File: src/design/flight_safety_envelope_monitor_top_assert.svh
// Assertion macros shared by the monitor's checking code.
`ifndef FLIGHT_SAFETY_ENVELOPE_MONITOR_TOP_ASSERT_SVH
`define FLIGHT_SAFETY_ENVELOPE_MONITOR_TOP_ASSERT_SVH

// Condition that must hold at every clock edge out of reset.
`define FSEM_ASSERT_HOLDS(lbl, cond, msg) \
  lbl: assert property (@(posedge clk) disable iff (!rst_n) (cond)) else $error(msg);

// Antecedent in one cycle implies consequent in the same cycle.
`define FSEM_ASSERT_IMPL(lbl, ante, cons, msg) \
  lbl: assert property (@(posedge clk) disable iff (!rst_n) (ante) |-> (cons)) else $error(msg);

`endif

File: src/design/fsem_pkg.sv
package fsem_pkg;

  // Configuration register indexes.
  localparam logic [2:0] REG_TILT_COS  = 3'd0;
  localparam logic [2:0] REG_SPEED     = 3'd1;
  localparam logic [2:0] REG_ALT       = 3'd2;
  localparam logic [2:0] REG_POS_ERR   = 3'd3;
  localparam logic [2:0] REG_OSC_WIN   = 3'd4;
  localparam logic [2:0] REG_OSC_MIN   = 3'd5;
  localparam logic [2:0] REG_OSC_RMS   = 3'd6;
  localparam logic [2:0] REG_STALE     = 3'd7;

  // Item kinds on in_tuser.
  localparam logic CMD_SAMPLE = 1'b0;
  localparam logic CMD_STALE  = 1'b1;

  // Squarer operand selects; lane-indexed selects use the lane field.
  localparam logic [2:0] SQ_QX  = 3'd0;
  localparam logic [2:0] SQ_QY  = 3'd1;
  localparam logic [2:0] SQ_V   = 3'd2;
  localparam logic [2:0] SQ_D   = 3'd3;
  localparam logic [2:0] SQ_SPD = 3'd4;
  localparam logic [2:0] SQ_PEL = 3'd5;
  localparam logic [2:0] SQ_IR  = 3'd6;
  localparam logic [2:0] SQ_RR  = 3'd7;

  // Datapath operations.
  localparam logic [3:0] OP_NONE     = 4'd0;
  localparam logic [3:0] OP_ACC_LOAD = 4'd1;
  localparam logic [3:0] OP_ACC_ADD  = 4'd2;
  localparam logic [3:0] OP_TILT     = 4'd3;
  localparam logic [3:0] OP_CMP_SPD  = 4'd4;
  localparam logic [3:0] OP_CMP_POS  = 4'd5;
  localparam logic [3:0] OP_STALE    = 4'd6;
  localparam logic [3:0] OP_EVICT    = 4'd7;
  localparam logic [3:0] OP_INSERT   = 4'd8;

  // Serial multiplier jobs, issued in this order.
  localparam logic [3:0] MS_NQX  = 4'd0;
  localparam logic [3:0] MS_SX   = 4'd1;
  localparam logic [3:0] MS_NQY  = 4'd2;
  localparam logic [3:0] MS_SY   = 4'd3;
  localparam logic [3:0] MS_NQZ  = 4'd4;
  localparam logic [3:0] MS_SZ   = 4'd5;
  localparam logic [3:0] MS_LRPN = 4'd6;
  localparam logic [3:0] MS_LRPQ = 4'd7;
  localparam logic [3:0] MS_LYWN = 4'd8;
  localparam logic [3:0] MS_LYWQ = 4'd9;

  localparam logic [1:0] LANE_X = 2'd0;
  localparam logic [1:0] LANE_Y = 2'd1;
  localparam logic [1:0] LANE_Z = 2'd2;

  typedef struct packed {
    logic       latch;
    logic [2:0] sq_sel;
    logic [1:0] lane;
    logic [3:0] op;
    logic       mul_start;
    logic [3:0] msel;
    logic       load_out;
  } fsem_cmd_t;

  typedef struct packed {
    logic win_full;
    logic win_empty;
    logic age_over;
    logic osc_en;
    logic mul_busy;
  } fsem_sts_t;

  function automatic logic signed [15:0] lane16(input logic [47:0] w, input logic [1:0] k);
    logic signed [15:0] r;
    case (k)
      LANE_X:  r = w[15:0];
      LANE_Y:  r = w[31:16];
      default: r = w[47:32];
    endcase
    return r;
  endfunction

endpackage

File: src/design/fsem_ctrl.sv
module fsem_ctrl
  import fsem_pkg::*;
(
  input  logic      clk,
  input  logic      rst_n,
  input  logic      in_tvalid,
  output logic      in_tready,
  input  logic      in_kind,
  output logic      out_tvalid,
  input  logic      out_tready,
  input  fsem_sts_t sts,
  output fsem_cmd_t cmd
);

  localparam logic [4:0] S_IDLE  = 5'd0;
  localparam logic [4:0] S_STALE = 5'd1;
  localparam logic [4:0] S_T0    = 5'd2;
  localparam logic [4:0] S_T1    = 5'd3;
  localparam logic [4:0] S_V0    = 5'd4;
  localparam logic [4:0] S_V1    = 5'd5;
  localparam logic [4:0] S_V2    = 5'd6;
  localparam logic [4:0] S_V3    = 5'd7;
  localparam logic [4:0] S_P0    = 5'd8;
  localparam logic [4:0] S_P1    = 5'd9;
  localparam logic [4:0] S_P2    = 5'd10;
  localparam logic [4:0] S_P3    = 5'd11;
  localparam logic [4:0] S_FULL  = 5'd12;
  localparam logic [4:0] S_ERD   = 5'd13;
  localparam logic [4:0] S_ECHK  = 5'd14;
  localparam logic [4:0] S_E0    = 5'd15;
  localparam logic [4:0] S_E1    = 5'd16;
  localparam logic [4:0] S_E2    = 5'd17;
  localparam logic [4:0] S_A0    = 5'd18;
  localparam logic [4:0] S_A1    = 5'd19;
  localparam logic [4:0] S_A2    = 5'd20;
  localparam logic [4:0] S_OSC   = 5'd21;
  localparam logic [4:0] S_MST   = 5'd22;
  localparam logic [4:0] S_MW    = 5'd23;
  localparam logic [4:0] S_OUT   = 5'd24;

  logic [4:0] state_r, state_nxt;
  logic       full_evict_r, full_evict_nxt;
  logic [3:0] msel_r, msel_nxt;
  logic       out_valid_r, out_valid_nxt;

  assign in_tready  = (state_r == S_IDLE);
  assign out_tvalid = out_valid_r;

  always_comb begin
    state_nxt      = state_r;
    full_evict_nxt = full_evict_r;
    msel_nxt       = msel_r;
    cmd            = '0;
    cmd.msel       = msel_r;
    unique case (state_r)
      S_IDLE: begin
        if (in_tvalid) begin
          cmd.latch = 1'b1;
          state_nxt = (in_kind == CMD_STALE) ? S_STALE : S_T0;
        end
      end
      S_STALE: begin
        cmd.op    = OP_STALE;
        state_nxt = S_OUT;
      end
      S_T0: begin
        cmd.sq_sel = SQ_QX;
        cmd.op     = OP_ACC_LOAD;
        state_nxt  = S_T1;
      end
      S_T1: begin
        cmd.sq_sel = SQ_QY;
        cmd.op     = OP_TILT;
        state_nxt  = S_V0;
      end
      S_V0: begin
        cmd.sq_sel = SQ_V;
        cmd.lane   = LANE_X;
        cmd.op     = OP_ACC_LOAD;
        state_nxt  = S_V1;
      end
      S_V1: begin
        cmd.sq_sel = SQ_V;
        cmd.lane   = LANE_Y;
        cmd.op     = OP_ACC_ADD;
        state_nxt  = S_V2;
      end
      S_V2: begin
        cmd.sq_sel = SQ_V;
        cmd.lane   = LANE_Z;
        cmd.op     = OP_ACC_ADD;
        state_nxt  = S_V3;
      end
      S_V3: begin
        cmd.sq_sel = SQ_SPD;
        cmd.op     = OP_CMP_SPD;
        state_nxt  = S_P0;
      end
      S_P0: begin
        cmd.sq_sel = SQ_D;
        cmd.lane   = LANE_X;
        cmd.op     = OP_ACC_LOAD;
        state_nxt  = S_P1;
      end
      S_P1: begin
        cmd.sq_sel = SQ_D;
        cmd.lane   = LANE_Y;
        cmd.op     = OP_ACC_ADD;
        state_nxt  = S_P2;
      end
      S_P2: begin
        cmd.sq_sel = SQ_D;
        cmd.lane   = LANE_Z;
        cmd.op     = OP_ACC_ADD;
        state_nxt  = S_P3;
      end
      S_P3: begin
        cmd.sq_sel = SQ_PEL;
        cmd.op     = OP_CMP_POS;
        state_nxt  = S_FULL;
      end
      S_FULL: begin
        if (sts.win_full) begin
          full_evict_nxt = 1'b1;
          state_nxt      = S_ERD;
        end else begin
          state_nxt = S_A0;
        end
      end
      // The memory reads the oldest slot every cycle; this state lets it settle.
      S_ERD: state_nxt = S_ECHK;
      S_ECHK: begin
        if (full_evict_r || (!sts.win_empty && sts.age_over)) begin
          state_nxt = S_E0;
        end else begin
          state_nxt = S_OSC;
        end
      end
      S_E0: begin
        cmd.sq_sel = SQ_RR;
        cmd.lane   = LANE_X;
        cmd.op     = OP_EVICT;
        state_nxt  = S_E1;
      end
      S_E1: begin
        cmd.sq_sel = SQ_RR;
        cmd.lane   = LANE_Y;
        cmd.op     = OP_EVICT;
        state_nxt  = S_E2;
      end
      S_E2: begin
        cmd.sq_sel = SQ_RR;
        cmd.lane   = LANE_Z;
        cmd.op     = OP_EVICT;
        state_nxt  = full_evict_r ? S_A0 : S_ERD;
      end
      S_A0: begin
        cmd.sq_sel     = SQ_IR;
        cmd.lane       = LANE_X;
        cmd.op         = OP_INSERT;
        full_evict_nxt = 1'b0;
        state_nxt      = S_A1;
      end
      S_A1: begin
        cmd.sq_sel = SQ_IR;
        cmd.lane   = LANE_Y;
        cmd.op     = OP_INSERT;
        state_nxt  = S_A2;
      end
      S_A2: begin
        cmd.sq_sel = SQ_IR;
        cmd.lane   = LANE_Z;
        cmd.op     = OP_INSERT;
        state_nxt  = S_ERD;
      end
      S_OSC: begin
        msel_nxt  = MS_NQX;
        state_nxt = sts.osc_en ? S_MST : S_OUT;
      end
      S_MST: begin
        cmd.mul_start = 1'b1;
        state_nxt     = S_MW;
      end
      S_MW: begin
        if (!sts.mul_busy) begin
          if (msel_r == MS_LYWQ) begin
            state_nxt = S_OUT;
          end else begin
            msel_nxt  = msel_r + 4'd1;
            state_nxt = S_MST;
          end
        end
      end
      S_OUT: begin
        if (!out_valid_r || out_tready) begin
          cmd.load_out = 1'b1;
          state_nxt    = S_IDLE;
        end
      end
      default: state_nxt = S_IDLE;
    endcase
  end

  always_comb begin
    out_valid_nxt = out_valid_r;
    if (cmd.load_out) begin
      out_valid_nxt = 1'b1;
    end else if (out_tready) begin
      out_valid_nxt = 1'b0;
    end
  end

  always_ff @(posedge clk) begin
    if (!rst_n) begin
      state_r      <= S_IDLE;
      full_evict_r <= 1'b0;
      msel_r       <= MS_NQX;
      out_valid_r  <= 1'b0;
    end else begin
      state_r      <= state_nxt;
      full_evict_r <= full_evict_nxt;
      msel_r       <= msel_nxt;
      out_valid_r  <= out_valid_nxt;
    end
  end

endmodule

File: config.mk
export PLATFORM = sky130hd
export DESIGN_NAME = fsem_ctrl
export DESIGN_NICKNAME = d
export VERILOG_FILES = /design/src/design/flight_safety_envelope_monitor_top_assert.svh /design/src/design/fsem_pkg.sv /design/src/design/fsem_ctrl.sv
export SDC_FILE = /design/constraint.sdc
export NUM_CORES = 1
export LEC_CHECK = 0
export BUFFER_PORTS_ARGS = -buffer_cell sky130_fd_sc_hd__buf_2
export CORE_UTILIZATION = 25
export DETAILED_ROUTE_END_ITERATION = 8
export GPL_TIMING_DRIVEN = 0
export SLEW_MARGIN = 20
export SYNTH_ARGS = -nofsm -noshare
export SYNTH_HDL_FRONTEND = slang
export SYNTH_SLANG_ARGS = --single-unit
File: constraint.sdc
create_clock -name clk -period 3.3 [get_ports clk]
set_input_delay 0.33 -clock clk [delete_from_list [all_inputs] [get_ports clk]]
set_output_delay 0.33 -clock clk [all_outputs]
set_load 0.01 [all_outputs]
==> impl_metrics.env <==
export IMPL_status="complete, no violations"
export IMPL_gp_congestion=0.917
export IMPL_start_util=0.261
export IMPL_final_nets=218
export IMPL_grt_overflow_total=0
export IMPL_stdcell_count=272
export IMPL_drive_above_1_share=0.259
export IMPL_min_from="rst_n"
export IMPL_die_y_um=72.2
export IMPL_timing_rr_start="state_r[4]$_SDFFE_PN0P_"
export IMPL_synthCells=174
export IMPL_antenna_found_initial=0
export IMPL_min_path_cells=3
export IMPL_finalSetupViolations=0
export IMPL_clock_root_buffer="clkbuf_8"
export IMPL_htree_levels=1
export IMPL_synth_main_ff_cell="dfxtp_1"
export IMPL_reg2reg_depth=5
export IMPL_grt_util_met2=0.251
export IMPL_synth_avg_cell_area_um2=7.08
export IMPL_cp_start_kind="register"
export IMPL_synth_fp_nets=186
export IMPL_rrSetupSlack_ps=1630
export IMPL_arrival_ps=1770
export IMPL_drtIter0Drc=125
export IMPL_worstPathRequired_ps=2970
export IMPL_yosys_top_cells_area="dfxtp_1 (18%), o21ai_0 (5.7%), a31oi_1 (5.1%), nor2_1 (4.6%), nor2b_1 (4.1%)"
export IMPL_ant_nets=0
export IMPL_syn_cell_area_mm2=0.00123
export IMPL_synthTopCellsByCount="nor2_1 (15), o21ai_0 (14), nand2_1 (12), dfxtp_1 (11), a31oi_1 (10)"
export IMPL_cts_buffer_depth=2
export IMPL_use_met3=0.0375
export IMPL_grt_max_degree=11
export IMPL_insertion_delay_ps=240
export IMPL_drcViolationCount=0
export IMPL_ys_ff_latch=11
export IMPL_grt_total_usage=0.153
export IMPL_slew_headroom=0.717
export IMPL_vias_per_cell=5.34
export IMPL_ir_worst_vdd_mv=0.220
export IMPL_cts_setup_buffers=0
export IMPL_power_density_mw_per_mm2=883
export IMPL_finalWirelength_mm=3.85
export IMPL_wl_per_cell_um=14.2
export IMPL_std_cell_rows=25
export IMPL_min_period_ps=2100
export IMPL_die_area_mm2=0.00521
export IMPL_holdPathEnd="msel_r[3]$_SDFFE_PN0P_"
export IMPL_die_w_um=72.2
export IMPL_area_growth_pct=21.4
export IMPL_dp_cells=268
export IMPL_synth_edf_count=0
export IMPL_r2r_end="msel_r[3]$_SDFFE_PN0P_"
export IMPL_setup_tns_final_ps=0
export IMPL_port_buffers=27
export IMPL_clock_fmax_mhz=475
export IMPL_tightest_slew_ps=423
export IMPL_ys_seq_area_frac=0.179
export IMPL_dp_hpwl_mm=2.89
export IMPL_synth_top_cell_by_area="dfxtp_1"
export IMPL_vias=1453
export IMPL_core_area_mm2=0.00472
export IMPL_post_route_period_util=0.638
export IMPL_io_pins=28
export IMPL_cts_clk_slew_worst_paths_ps=50
export IMPL_cts_made_buffers=3
export IMPL_critPathKind="register to output pin"
export IMPL_hold_violations=0
export IMPL_ctsHoldBuffers=0
export IMPL_synth_distinct_cells=51
export IMPL_drv_cap=0
export IMPL_cts_sinks=11
export IMPL_hold_path_class="input port to register"
export IMPL_synthArstFlopShare=0
export IMPL_cp_max_fo=10
export IMPL_use_met1=0.205
export IMPL_slew_violations=0
export IMPL_synth_most_common_cell="nor2_1"
export IMPL_synth_top_area_frac=0.179
export IMPL_grt_pass1_vias=1344
export IMPL_p_leak_uw=0.000611
export IMPL_dr_pass1_iters=4
export IMPL_end_kind="output pin"
export IMPL_fin_skew_ps=3.95
export IMPL_grt_busiest_layer="met2"
export IMPL_grt_pass1_wl_mm=6.38
export IMPL_cts_tree="done"
export IMPL_rsz0062_at_grt="no"
export IMPL_cts_resized=0
export IMPL_insertedDiodeCount=0
export IMPL_yosys_warnings=0
==> critical path: stages (launching register included) <==
cell and delay, ps:
dfxtp_1 300, buf_4 160, buf_2 220, buf_2 260, xor2_1 170, a22oi_1 80, o21ai_0 180, buf_2 160
==> through the flow <==
| step | setup WS [ps] | power, uW | util | hold slack (ps) | area [um2] |
|---|---|---|---|---|---|
| after floorplan | 1600 | 905 | - | 461 | 1230 |
| after global placement | 1420 | 1180 | 0.307 | 479 | 1450 |
| after detailed placement | 1470 | 1170 | 0.307 | 484 | 1450 |
| after CTS | 1210 | 1320 | 0.317 | 366 | 1500 |
| after global routing | 1090 | 1420 | 0.317 | 392 | 1500 |
| final | 1200 | 1320 | 0.317 | 369 | 1500 |
==> logic make-up (layout without fill, tap and decap cells) <==
group	after synthesis	count (layout)	synth area share
AND/OR/NAND/NOR	75	75	0.349
AO/OA/AOI/OAI	57	57	0.307
buffers and inverters	24	55	0.109
flip-flops	11	11	0.179
XOR/XNOR	4	4	0.0285
adder cells (fa/ha/maj)	3	3	0.0285
==> area by class of cell <==
class,instances,area [um2]
repair buffers,27,135
multi-input cells,139,877
well taps,67,83.8
clock buffers,4,45.0
inverters,7,26.3
fillers,538,3230
flip-flops and latches,11,220
plain buffers,17,108
==> worst max-delay path by stage <==
stage	start	endpoint	slack (ps)
4_1_cts	state_r[2]$_SDFFE_PN0P_	cmd[11]	1210
6_report	state_r[2]$_SDFFE_PN0P_	cmd[11]	1200
3_3_place_gp	state_r[2]$_SDFFE_PN0P_	cmd[11]	1420
3_5_place_dp	state_r[2]$_SDFFE_PN0P_	cmd[11]	1470
5_1_grt	state_r[2]$_SDFFE_PN0P_	cmd[11]	1090
2_1_floorplan	state_r[2]$_SDFFE_PN0P_	cmd[12]	1600
==> routing by layer <==
layer	vias to the layer above	wire length, um	share of wire
li1	711	-	-
met1	678	1710	0.44
met2	60	1820	0.47
met3	4	284	0.074
met4	0	34	0.0088
met5	-	0	0
==> registers in the layout, summed over array words and instances, names as in the netlist <==
register,flops
msel_r,4
state_r,5
out_tvalid,1
full_evict_r,1
==> report_power, final <==
group	total, uW	internal (uW)	switching, uW
clock	136	84.9	51.2
combinational	1010	403	604
sequential	177	160	17.1
total	1320	648	672
==> placed cells by master, fill, tap and decap left out, types with 3 or more instances in the layout <==
| master | count |
|---|---|
| nand2b_1 | 4 |
| nand2_1 | 12 |
| a211o_1 | 3 |
| nor2_1 | 15 |
| a31oi_1 | 10 |
| a22oi_1 | 3 |
| nand3b_1 | 4 |
| inv_1 | 7 |
| dfxtp_1 | 11 |
| nor2b_1 | 8 |
| buf_2 | 35 |
| buf_6 | 3 |
| clkbuf_1 | 4 |
| or3_1 | 3 |
| a311oi_1 | 3 |
| buf_4 | 3 |
| a21oi_1 | 7 |
| or2_2 | 3 |
| nand4_1 | 4 |
| nand3_1 | 6 |
| clkbuf_8 | 3 |
| nor3_1 | 3 |
| o21ai_0 | 14 |
No activity file was read; power rests on OpenSTA's default activity.
